`config.mk`:
```
export PLATFORM = sky130hd
export DESIGN_NAME = one_sided_pid_controller_core
export DESIGN_NICKNAME = d
export VERILOG_FILES = /design/src/sv/ospid_pkg.sv /design/src/sv/one_sided_pid_controller_core.sv /design/src/sv/ospid_smul.sv /design/src/sv/ospid_sdiv.sv
export SDC_FILE = /design/constraint.sdc
export NUM_CORES = 2
export LEC_CHECK = 0
export CORE_MARGIN = 2
export CORE_UTILIZATION = 40
export DETAILED_ROUTE_END_ITERATION = 12
export DONT_BUFFER_PORTS = 1
export HOLD_SLACK_MARGIN = 0.05
export PLACE_DENSITY = 0.63
export SYNTH_ARGS = -nofsm -noshare
export SYNTH_HDL_FRONTEND = slang
export SYNTH_SLANG_ARGS = --single-unit
```
`constraint.sdc`:
```
create_clock -name clk -period 12.1 [get_ports clk]
set_clock_uncertainty 0.1 [all_clocks]
set_input_delay 2.42 -clock clk [delete_from_list [all_inputs] [get_ports clk]]
set_output_delay 2.42 -clock clk [all_outputs]
set_load 0.05 [all_outputs]
```
`src/sv/ospid_pkg.sv`:
```
// Shared constants and types for the one-sided PID controller core.
// Field widths, serial unit sizes and configuration register indexes.
// No dependencies; imported by every module of the block.
`default_nettype none

package ospid_pkg;

	localparam int SAMPLE_W   = 16;
	localparam int TIME_W     = 32;
	localparam int GAIN_W     = 16;
	localparam int INTEG_W    = 32;
	localparam int DRIVE_W    = 16;
	localparam int CFG_IDX_W  = 3;
	localparam int CFG_DATA_W = 32;

	localparam int ERR_W  = 16;
	localparam int DIFF_W = ERR_W + 1;

	// Shift-add multiplier: unsigned multiplier scanned one bit per cycle,
	// signed multiplicand.
	localparam int MUL_N     = GAIN_W;
	localparam int MUL_X_W   = TIME_W + 1;
	localparam int MUL_P_W   = MUL_X_W + 1 + MUL_N;
	localparam int MUL_CNT_W = $clog2(MUL_N);

	// Restoring divider: one quotient bit per cycle.
	localparam int DIV_N     = ERR_W;
	localparam int DIV_Q_W   = DIV_N + 1;
	localparam int DIV_CNT_W = $clog2(DIV_N);

	localparam int SUM_W     = MUL_P_W + 1;
	localparam int ACC_W     = MUL_P_W + 1;
	localparam int PTERM_W   = 2 * GAIN_W;
	localparam int FRAC_BITS = 8;
	localparam int RND_HALF  = 1 << (FRAC_BITS - 1);

	typedef enum logic [CFG_IDX_W-1:0] {
		REG_SETPOINT       = 3'd0,
		REG_GAIN_P         = 3'd1,
		REG_GAIN_I         = 3'd2,
		REG_GAIN_D         = 3'd3,
		REG_INTEG_UPPER    = 3'd4,
		REG_INTEG_LOWER    = 3'd5,
		REG_DRIVE_UPPER    = 3'd6,
		REG_DRIVE_LOWER    = 3'd7
	} cfg_reg_t;

endpackage

`default_nettype wire

```
`src/sv/one_sided_pid_controller_core.sv`:
```
// Top level of the one-sided PID controller: configuration registers, sequencer
// and controller state. Depends on ospid_pkg, ospid_smul and ospid_sdiv.
//
//   Channel   Handshake              Payload
//   ------    ---------------------  ------------------------------------
//   request   req_valid / req_ready  sample, timestamp_ms, time_ok
//   response  rsp_valid / rsp_ready  drive, status
//   config    cfg_we (no wait)       cfg_addr, cfg_data
//
// A good transaction runs two passes through the bit-serial multipliers, the
// first pass shared by the serial divider for the derivative, before its
// response is loaded. A transaction with a time fault skips both passes and
// loads its response once the output register is free. No new request is
// accepted until the previous response has been loaded.
// Reset restores the register defaults and clears the integral, the previous
// error and the previous timestamp. A stalled response is held in the output
// register while the next request is already being processed.
`default_nettype none

module one_sided_pid_controller_core import ospid_pkg::*; (
	input  logic                       clk,
	input  logic                       arst_n,

	input  logic                       req_valid,
	output logic                       req_ready,
	input  logic signed [SAMPLE_W-1:0] sample,
	input  logic [TIME_W-1:0]          timestamp_ms,
	input  logic                       time_ok,

	output logic                       rsp_valid,
	input  logic                       rsp_ready,
	output logic signed [DRIVE_W-1:0]  drive,
	output logic                       status,

	input  logic                       cfg_we,
	input  logic [CFG_IDX_W-1:0]       cfg_addr,
	input  logic [CFG_DATA_W-1:0]      cfg_data
);

	typedef enum logic [3:0] {
		ST_IDLE,
		ST_RUN1,
		ST_INTEG,
		ST_CLAMP,
		ST_START2,
		ST_RUN2,
		ST_ACC1,
		ST_ACC2,
		ST_DONE
	} state_t;

	// Configuration registers.
	logic signed [SAMPLE_W-1:0] setpoint_q;
	logic [GAIN_W-1:0]          gain_p_q;
	logic [GAIN_W-1:0]          gain_i_q;
	logic [GAIN_W-1:0]          gain_d_q;
	logic signed [INTEG_W-1:0]  integ_upper_q;
	logic signed [INTEG_W-1:0]  integ_lower_q;
	logic signed [DRIVE_W-1:0]  drive_upper_q;
	logic signed [DRIVE_W-1:0]  drive_lower_q;

	// Controller state carried from one good transaction to the next.
	logic signed [INTEG_W-1:0]  integral_q;
	logic [ERR_W-1:0]           prev_error_q;
	logic [TIME_W-1:0]          prev_time_q;

	// Per-transaction working registers.
	state_t                     state_q;
	logic [ERR_W-1:0]           err_q;
	logic [TIME_W-1:0]          now_q;
	logic                       fault_q;
	logic signed [SUM_W-1:0]    sum_q;
	logic [PTERM_W-1:0]         pterm_q;
	logic signed [DIV_Q_W-1:0]  deriv_q;
	logic signed [ACC_W-1:0]    acc_q;

	// Output register.
	logic                       rsp_valid_q;
	logic signed [DRIVE_W-1:0]  drive_q;
	logic                       status_q;

	logic signed [DIFF_W-1:0]   diff_c;
	logic [ERR_W-1:0]           err_c;
	logic [TIME_W-1:0]          dt_c;
	logic signed [DIV_Q_W-1:0]  num_c;

	logic                       start1;
	logic                       start2;
	logic [MUL_N-1:0]           mul_a_mplier;
	logic signed [MUL_X_W-1:0]  mul_a_mcand;
	logic [MUL_N-1:0]           mul_b_mplier;
	logic signed [MUL_X_W-1:0]  mul_b_mcand;
	logic                       mul_a_busy;
	logic                       mul_b_busy;
	logic                       div_busy;
	logic signed [MUL_P_W-1:0]  mul_a_prod;
	logic signed [MUL_P_W-1:0]  mul_b_prod;
	logic signed [DIV_Q_W-1:0]  div_quot;
	logic                       units_busy;

	logic signed [SUM_W-1:0]    integ_upper_ext;
	logic signed [SUM_W-1:0]    integ_lower_ext;
	logic signed [INTEG_W-1:0]  integ_clamped;
	logic signed [ACC_W-1:0]    drv_full;
	logic signed [ACC_W-1:0]    drive_upper_ext;
	logic signed [ACC_W-1:0]    drive_lower_ext;
	logic signed [DRIVE_W-1:0]  drv_sat;
	logic                       load_ok;
	logic                       rsp_load;

	// Error is only produced while the sample is above the setpoint.
	assign diff_c = {sample[SAMPLE_W-1], sample} - {setpoint_q[SAMPLE_W-1], setpoint_q};
	assign err_c  = (!diff_c[DIFF_W-1] && (diff_c != '0)) ? diff_c[ERR_W-1:0] : '0;
	// Elapsed time wraps with the millisecond counter.
	assign dt_c   = timestamp_ms - prev_time_q;
	assign num_c  = $signed({1'b0, err_c}) - $signed({1'b0, prev_error_q});

	assign req_ready  = (state_q == ST_IDLE);
	assign start1     = req_ready && req_valid && time_ok;
	assign start2     = (state_q == ST_START2);
	assign units_busy = mul_a_busy || mul_b_busy || div_busy;

	// First pass: A forms error * dt, B forms gain_p * error, the divider forms the
	// derivative. Second pass: A forms gain_i * integral, B forms gain_d * derivative.
	always_comb begin
		if (state_q == ST_IDLE) begin
			mul_a_mplier = err_c;
			mul_a_mcand  = $signed({1'b0, dt_c});
			mul_b_mplier = gain_p_q;
			mul_b_mcand  = $signed({{(MUL_X_W-ERR_W){1'b0}}, err_c});
		end else begin
			mul_a_mplier = gain_i_q;
			mul_a_mcand  = {integral_q[INTEG_W-1], integral_q};
			mul_b_mplier = gain_d_q;
			mul_b_mcand  = {{(MUL_X_W-DIV_Q_W){deriv_q[DIV_Q_W-1]}}, deriv_q};
		end
	end

	ospid_smul u_mul_a (
		.clk     (clk),
		.arst_n  (arst_n),
		.start   (start1 || start2),
		.mplier  (mul_a_mplier),
		.mcand   (mul_a_mcand),
		.busy    (mul_a_busy),
		.product (mul_a_prod)
	);

	ospid_smul u_mul_b (
		.clk     (clk),
		.arst_n  (arst_n),
		.start   (start1 || start2),
		.mplier  (mul_b_mplier),
		.mcand   (mul_b_mcand),
		.busy    (mul_b_busy),
		.product (mul_b_prod)
	);

	ospid_sdiv u_div (
		.clk    (clk),
		.arst_n (arst_n),
		.start  (start1),
		.num    (num_c),
		.dvs    (dt_c),
		.busy   (div_busy),
		.quot   (div_quot)
	);

	// With crossed limits, a sum above the upper limit takes it; any other sum takes the lower limit.
	assign integ_upper_ext = {{(SUM_W-INTEG_W){integ_upper_q[INTEG_W-1]}}, integ_upper_q};
	assign integ_lower_ext = {{(SUM_W-INTEG_W){integ_lower_q[INTEG_W-1]}}, integ_lower_q};
	always_comb begin
		if (sum_q > integ_upper_ext) begin
			integ_clamped = integ_upper_q;
		end else if (sum_q < integ_lower_ext) begin
			integ_clamped = integ_lower_q;
		end else begin
			integ_clamped = sum_q[INTEG_W-1:0];
		end
	end

	// The half-LSB rounding term is already in acc_q, so a floor shift finishes it.
	assign drv_full        = acc_q >>> FRAC_BITS;
	assign drive_upper_ext = {{(ACC_W-DRIVE_W){drive_upper_q[DRIVE_W-1]}}, drive_upper_q};
	assign drive_lower_ext = {{(ACC_W-DRIVE_W){drive_lower_q[DRIVE_W-1]}}, drive_lower_q};
	always_comb begin
		if (drv_full > drive_upper_ext) begin
			drv_sat = drive_upper_q;
		end else if (drv_full < drive_lower_ext) begin
			drv_sat = drive_lower_q;
		end else begin
			drv_sat = drv_full[DRIVE_W-1:0];
		end
	end

	assign load_ok  = !rsp_valid_q || rsp_ready;
	// A new response is loaded in the same cycle that frees the output register.
	assign rsp_load = (state_q == ST_DONE) && load_ok;

	always_ff @(posedge clk or negedge arst_n) begin
		if (!arst_n) begin
			setpoint_q    <= '0;
			gain_p_q      <= GAIN_W'(256);
			gain_i_q      <= '0;
			gain_d_q      <= '0;
			integ_upper_q <= {1'b0, {(INTEG_W-1){1'b1}}};
			integ_lower_q <= '0;
			drive_upper_q <= {1'b0, {(DRIVE_W-1){1'b1}}};
			drive_lower_q <= '0;
		end else if (cfg_we) begin
			case (cfg_reg_t'(cfg_addr))
				REG_SETPOINT:    setpoint_q    <= cfg_data[SAMPLE_W-1:0];
				REG_GAIN_P:      gain_p_q      <= cfg_data[GAIN_W-1:0];
				REG_GAIN_I:      gain_i_q      <= cfg_data[GAIN_W-1:0];
				REG_GAIN_D:      gain_d_q      <= cfg_data[GAIN_W-1:0];
				REG_INTEG_UPPER: integ_upper_q <= cfg_data[INTEG_W-1:0];
				REG_INTEG_LOWER: integ_lower_q <= cfg_data[INTEG_W-1:0];
				REG_DRIVE_UPPER: drive_upper_q <= cfg_data[DRIVE_W-1:0];
				REG_DRIVE_LOWER: drive_lower_q <= cfg_data[DRIVE_W-1:0];
				default: ;
			endcase
		end
	end

	always_ff @(posedge clk or negedge arst_n) begin
		if (!arst_n) begin
			state_q      <= ST_IDLE;
			integral_q   <= '0;
			prev_error_q <= '0;
			prev_time_q  <= '0;
			err_q        <= '0;
			now_q        <= '0;
			fault_q      <= 1'b0;
			sum_q        <= '0;
			pterm_q      <= '0;
			deriv_q      <= '0;
			acc_q        <= '0;
			rsp_valid_q  <= 1'b0;
			drive_q      <= '0;
			status_q     <= 1'b0;
		end else begin
			if (rsp_load) begin
				rsp_valid_q <= 1'b1;
			end else if (rsp_valid_q && rsp_ready) begin
				rsp_valid_q <= 1'b0;
			end
			case (state_q)
				ST_IDLE: begin
					if (req_valid) begin
						err_q   <= err_c;
						now_q   <= timestamp_ms;
						fault_q <= !time_ok;
						state_q <= time_ok ? ST_RUN1 : ST_DONE;
					end
				end
				ST_RUN1: begin
					if (!units_busy) begin
						state_q <= ST_INTEG;
					end
				end
				ST_INTEG: begin
					sum_q   <= {{(SUM_W-INTEG_W){integral_q[INTEG_W-1]}}, integral_q}
						+ {mul_a_prod[MUL_P_W-1], mul_a_prod};
					pterm_q <= mul_b_prod[PTERM_W-1:0];
					deriv_q <= div_quot;
					state_q <= ST_CLAMP;
				end
				ST_CLAMP: begin
					// State advances only for a good transaction.
					integral_q   <= integ_clamped;
					prev_error_q <= err_q;
					prev_time_q  <= now_q;
					state_q      <= ST_START2;
				end
				ST_START2: begin
					state_q <= ST_RUN2;
				end
				ST_RUN2: begin
					if (!units_busy) begin
						state_q <= ST_ACC1;
					end
				end
				ST_ACC1: begin
					acc_q   <= {mul_a_prod[MUL_P_W-1], mul_a_prod}
						+ {mul_b_prod[MUL_P_W-1], mul_b_prod};
					state_q <= ST_ACC2;
				end
				ST_ACC2: begin
					acc_q   <= acc_q + $signed({{(ACC_W-PTERM_W){1'b0}}, pterm_q})
						+ ACC_W'(RND_HALF);
					state_q <= ST_DONE;
				end
				ST_DONE: begin
					if (load_ok) begin
						drive_q     <= fault_q ? '0 : drv_sat;
						status_q    <= fault_q;
						state_q     <= ST_IDLE;
					end
				end
				default: begin
					state_q <= ST_IDLE;
				end
			endcase
		end
	end

	assign rsp_valid = rsp_valid_q;
	assign drive     = drive_q;
	assign status    = status_q;

	a_fault_drive_zero: assert property (@(posedge clk) disable iff (!arst_n)
		rsp_valid && status |-> drive == '0)
		else $error("time fault response carries a nonzero drive");

	a_idle_units_quiet: assert property (@(posedge clk) disable iff (!arst_n)
		req_ready |-> !units_busy)
		else $error("serial unit still running while a request can be accepted");

	a_drive_saturated: assert property (@(posedge clk) disable iff (!arst_n)
		rsp_valid && !status |-> (drive <= drive_upper_q) || (drive == drive_lower_q))
		else $error("drive outside the configured saturation range");

	a_integral_clamped: assert property (@(posedge clk) disable iff (!arst_n)
		state_q == ST_START2 |-> (integral_q <= integ_upper_q) || (integral_q == integ_lower_q))
		else $error("integral outside the configured clamp range");

endmodule

`default_nettype wire

```
`src/sv/ospid_smul.sv`:
```
// Bit-serial shift-add multiplier: unsigned multiplier times signed multiplicand.
// Depends on ospid_pkg.
`default_nettype none

module ospid_smul import ospid_pkg::*; (
	input  logic                      clk,
	input  logic                      arst_n,
	input  logic                      start,
	input  logic [MUL_N-1:0]          mplier,
	input  logic signed [MUL_X_W-1:0] mcand,
	output logic                      busy,
	output logic signed [MUL_P_W-1:0] product
);

	logic signed [MUL_X_W:0]   hi_q;
	logic [MUL_N-1:0]          lo_q;
	logic signed [MUL_X_W-1:0] x_q;
	logic [MUL_CNT_W-1:0]      cnt_q;
	logic                      busy_q;
	logic signed [MUL_X_W:0]   addend;
	logic signed [MUL_X_W:0]   psum;

	assign addend  = lo_q[0] ? {x_q[MUL_X_W-1], x_q} : '0;
	assign psum    = hi_q + addend;
	assign busy    = busy_q;
	assign product = $signed({hi_q, lo_q});

	always_ff @(posedge clk or negedge arst_n) begin
		if (!arst_n) begin
			busy_q <= 1'b0;
			cnt_q  <= '0;
		end else if (start) begin
			busy_q <= 1'b1;
			cnt_q  <= MUL_CNT_W'(MUL_N - 1);
		end else if (busy_q) begin
			if (cnt_q == '0) begin
				busy_q <= 1'b0;
			end
			cnt_q <= cnt_q - 1'b1;
		end
	end

	// The partial product shifts right while the multiplier bits drain out below it.
	always_ff @(posedge clk) begin
		if (start) begin
			hi_q <= '0;
			lo_q <= mplier;
			x_q  <= mcand;
		end else if (busy_q) begin
			hi_q <= psum >>> 1;
			lo_q <= {psum[0], lo_q[MUL_N-1:1]};
		end
	end

endmodule

`default_nettype wire

```
`src/sv/ospid_sdiv.sv`:
```
// Bit-serial restoring divider: signed numerator over unsigned divisor,
// quotient truncated toward zero, zero when the divisor is zero. Depends on ospid_pkg.
`default_nettype none

module ospid_sdiv import ospid_pkg::*; (
	input  logic                      clk,
	input  logic                      arst_n,
	input  logic                      start,
	input  logic signed [DIV_Q_W-1:0] num,
	input  logic [TIME_W-1:0]         dvs,
	output logic                      busy,
	output logic signed [DIV_Q_W-1:0] quot
);

	logic [DIV_N-1:0]         n_q;
	logic [TIME_W-1:0]        r_q;
	logic [TIME_W-1:0]        d_q;
	logic                     neg_q;
	logic                     zero_q;
	logic [DIV_CNT_W-1:0]     cnt_q;
	logic                     busy_q;
	logic signed [DIV_Q_W-1:0] num_mag;
	logic [TIME_W+1:0]        trial;
	logic                     fit;
	logic signed [DIV_Q_W-1:0] q_ext;

	assign num_mag = num[DIV_Q_W-1] ? -num : num;
	assign trial   = {1'b0, r_q, n_q[DIV_N-1]} - {2'b00, d_q};
	assign fit     = !trial[TIME_W+1];
	assign q_ext   = $signed({1'b0, n_q});
	assign quot    = zero_q ? '0 : (neg_q ? -q_ext : q_ext);
	assign busy    = busy_q;

	always_ff @(posedge clk or negedge arst_n) begin
		if (!arst_n) begin
			busy_q <= 1'b0;
			cnt_q  <= '0;
		end else if (start) begin
			busy_q <= 1'b1;
			cnt_q  <= DIV_CNT_W'(DIV_N - 1);
		end else if (busy_q) begin
			if (cnt_q == '0) begin
				busy_q <= 1'b0;
			end
			cnt_q <= cnt_q - 1'b1;
		end
	end

	// Numerator bits leave at the top of n_q while quotient bits enter at the bottom.
	always_ff @(posedge clk) begin
		if (start) begin
			n_q    <= num_mag[DIV_N-1:0];
			r_q    <= '0;
			d_q    <= dvs;
			neg_q  <= num[DIV_Q_W-1];
			zero_q <= (dvs == '0);
		end else if (busy_q) begin
			if (fit) begin
				r_q <= trial[TIME_W-1:0];
			end else begin
				r_q <= {r_q[TIME_W-2:0], n_q[DIV_N-1]};
			end
			n_q <= {n_q[DIV_N-2:0], fit};
		end
	end

endmodule

`default_nettype wire

```
==> impl_metrics.json <==
{
  "rsz0062_at_grt": "false",
  "ant_nets": 0,
  "cts_tree": "built",
  "clkSinkCount": 706,
  "syn_area_per_cell_um2": 9.10,
  "timing.rr.start": "setpoint_q[2]",
  "cts_inserted_buffers": 79,
  "rr_worst_depth": 23,
  "grt_pass1_vias": 37800,
  "worst_hold_slack_ns": 0.358,
  "vias_per_cell": 5.65,
  "synth_area_leaders": "dfrtp_1, ha_1, edfxtp_1, nand2_1, dfxtp_1",
  "core_area_mm2": 0.120,
  "finalSetupTns_ns": 0,
  "fp-row-count": 127,
  "p_leak_uw": 0.0247,
  "cp.arrival_ns": 8.07,
  "cts_setup_buffers": 0,
  "slew_headroom_pct": 23.7,
  "ys_seq_elements": 706,
  "power_uw": 17400,
  "cts_hold_buf": 0,
  "yosys.area_share.xor_xnor_pct": 4.84,
  "criticalPathCategory": "in -> reg",
  "synth_top_family_by_area": "compound AO/OA/AOI/OAI gates",
  "drt-initial-drc-count": 2634,
  "vias": 39100,
  "synth-adder-area-share_pct": 13.6,
  "grt_max_degree": 477,
  "yosysTopAreaCell": "dfrtp_1",
  "finalMaxSlewViolations": 0,
  "critPathMaxStageDelay_ns": 0.54,
  "synth_compound_area_share_pct": 19.5,
  "clock_latency_ns": 0.66,
  "synth-seq-area-share_pct": 36.9,
  "hp-class": "reg -> reg",
  "hold_violations": 0,
  "cpLargestDelayFamily": "compound AO/OA/AOI/OAI gates",
  "die_area_mm2": 0.124,
  "die_h_um": 352,
  "synth_top_area_share_pct": 22.2,
  "cts_htree_levels": 3,
  "yosysWarnings": 0,
  "powerDensity_mw_per_mm2": 329,
  "syn_nets": 5931,
  "critical_path_buf_inv_count": 3,
  "final_nets": 5851,
  "setup_viol": 0,
  "grt_overflow": 0,
  "clockBufferDepth": 3,
  "whs_endpoint": "prev_time_q[11]",
  "synthSimpleGateAreaFrac_pct": 14.9,
  "fmax_ghz": 0.129,
  "fp.dieW_um": 352,
  "min_path_cells": 2,
  "r2r-end": "u_div.n_q[15]",
  "slowest_stage": "or4b_1",
  "cts-root-buf": "clkbuf_16",
  "crit_cells": 24,
  "fin_crit_sh_pct": 64.3,
  "drv_cap": 0,
  "yosysUniqueCellTypes": 85,
  "reg2reg_setup_slack_ns": 5.73,
  "async_reset_ff_share_pct": 67.4,
  "yosys_most_used_dff": "dfrtp_1",
  "synthesis.area_mm2": 0.0484,
  "wl_per_cell_um": 19.6,
  "hpwlAfterDp_mm": 100,
  "placed_cell_area_mm2": 0.0501,
  "globalplace.congestion": 0.915,
  "synthCells": 5321,
  "crit_path_cell_trace": "inv_1 > ha_1 > fa_1 > nor2b_1 > o31a_1 > o221ai_1 > nand4b_1 > a31oi_1 > a2bb2oi_2 > buf_4 > or2_2 > ha_1 > inv_1 > fa_1 > a21o_1 > a221oi_2 > o31ai_1 > a21oi_2 > xnor2_1 > or4_1 > or4b_1 > o31a_1 > xnor3_1 > mux2_1",
  "startpoint_type": "input pin",
  "required_ns": 12.39,
  "area_growth_syn_to_layout_pct": 9.01,
  "routed_wl_mm": 135,
  "clk_pin_slew_ns": 0.06,
  "grt_usage_pct": 21.4,
  "grt_pass1_wl_mm": 214,
  "setup_ws_ns": 4.32,
  "status": "completed",
  "worst_slew_pin_slew_ns": 1.14,
  "hold_start": "now_q[11]",
  "cts_resized": 0,
  "initial_core_util_pct": 40.4,
  "dr.pass1.iters": 5,
  "cp-end-kind": "register",
  "drc": 0,
  "period_needed_ns": 7.78,
  "portBuffers": 0,
  "fin_area_mm2": 0.0528,
  "boundaryPins": 108,
  "synth_edf_count": 132,
  "synthMuxAreaShare_pct": 6.18,
  "critPathMaxFanout": 29,
  "peakVddDrop_v": 0.000177,
  "pre_cts_slack_ns": 3.69,
  "drive_above_1_share_pct": 8.10,
  "antenna_found_initial": 4
}
## placed cells by master (no fill, tap or decap), types with 51 or more instances in the layout
| cell | instances |
|---|---|
| dfxtp_1 | 98 |
| nor3_1 | 60 |
| xnor2_1 | 173 |
| ha_1 | 512 |
| a21oi_1 | 327 |
| edfxtp_1 | 132 |
| o21ai_0 | 388 |
| dfrtp_1 | 427 |
| nand2_1 | 695 |
| o221ai_1 | 51 |
| xor2_1 | 91 |
| nand3_1 | 111 |
| mux2_2 | 151 |
| mux2i_1 | 128 |
| nor2_1 | 283 |
| inv_1 | 321 |
| a31oi_1 | 53 |
| and2_1 | 72 |
| a21o_1 | 214 |
| nand4_1 | 62 |
| clkbuf_16 | 80 |
## final cells by class
type / instances / area [um^2]
inverters: 324 / 1220
fillers: 11600 / 67200
flip-flops and latches: 706 / 17900
clock buffers: 102 / 2220
multi-input cells: 4095 / 28700
diodes: 2 / 5.00
repair buffers: 35 / 303
clock inverters: 46 / 434
well taps: 1612 / 2020
## cells in the mapped netlist (all sizes together) (15+ instances only)
master and n:
nor2b 33, xnor2 173, or3 26, nand2b 41
ha 512, nor3 63, and2 72, o211ai 43
a31oi 53, xor2 92, a21o 214, dfrtp 429
and3 48, o221ai 51, or2 18, clkbuf 171
nand4 62, nand3b 18, nand2 698, a22o 15
inv 323, o21bai 42, a211oi 34, o21ai 409
nor2 284, buf 25, a21oi 330, o31ai 49
dfstp 47, mux2 152, edfxtp 132, nand3 114
o21a 48, mux2i 128, dfxtp 98, nor4 25
## worst max-delay path by stage
stage	start	end	slack, ns
2_1_floorplan	sample[2]	u_div.n_q[15]	4.11
3_3_place_gp	sample[0]	u_div.n_q[15]	3.73
3_5_place_dp	sample[0]	u_div.n_q[15]	3.69
4_1_cts	sample[0]	u_div.n_q[15]	4.37
5_1_grt	sample[0]	u_div.n_q[15]	3.96
6_report	sample[0]	u_div.n_q[15]	4.32
## registers in the layout, summed over array words and instances, names as in the netlist, 17 cells and up
register       count
u_div.d_q         32
acc_q             51
integ_upper_q     32
now_q             32
integ_lower_q     32
sum_q             50
pterm_q           32
u_mul_a.x_q       33
integral_q        32
u_div.r_q         32
u_mul_a.hi_q      33
u_mul_b.hi_q      33
prev_time_q       32
deriv_q           17
u_mul_b.x_q       17
## cells by family (layout without fill, tap and decap cells)
logic type,count (synthesis),after routing
simple gates,1558,1558
compound gates,1470,1470
flops,706,706
fa+ha+maj,521,521
buf+inv,520,507
mux,280,280
xor+xnor,266,266
other cells,0,2
## per-stage QoR
step,util [%],instances
global placement,41.8,6770
CTS,44.0,6918
detailed placement,41.8,6770
floorplan,-,5321
finish,44.0,6922
global route,44.0,6920
## report_power, final
part	switching (uW)	internal, uW	leakage, uW
clock network	1050	1420	0.00130
logic	5980	4240	0.0155
registers	1080	3580	0.00790
## metal layers
layer  share of wire (%)  wire length [um]  vias up  track usage (%)
li1                    -                 -    19100                -
met1                  45             61300    19000             28.7
met2                  47             63700      833             35.6
met3                 4.7              6390      189             2.64
met4                 3.0              4030        0             7.29
met5                   0                 0        -                0
## worst reg2reg max path, stage by stage, from the launching register on
cell	delay, ns
dfrtp_1	0.37
inv_1	0.09
ha_1	0.27
nor2b_1	0.17
o31a_1	0.28
o221ai_1	0.24
nand4b_1	0.17
a31oi_1	0.26
a2bb2oi_2	0.16
buf_4	0.30
or2_2	0.19
ha_1	0.16
inv_1	0.05
fa_1	0.40
a21o_1	0.24
a221oi_2	0.36
o31ai_1	0.16
a21oi_2	0.17
xnor2_1	0.10
or4_1	0.47
or4b_1	0.54
o31a_1	0.28
xnor3_1	0.33
mux2_1	0.29
Power figures use the tool's default switching activity.
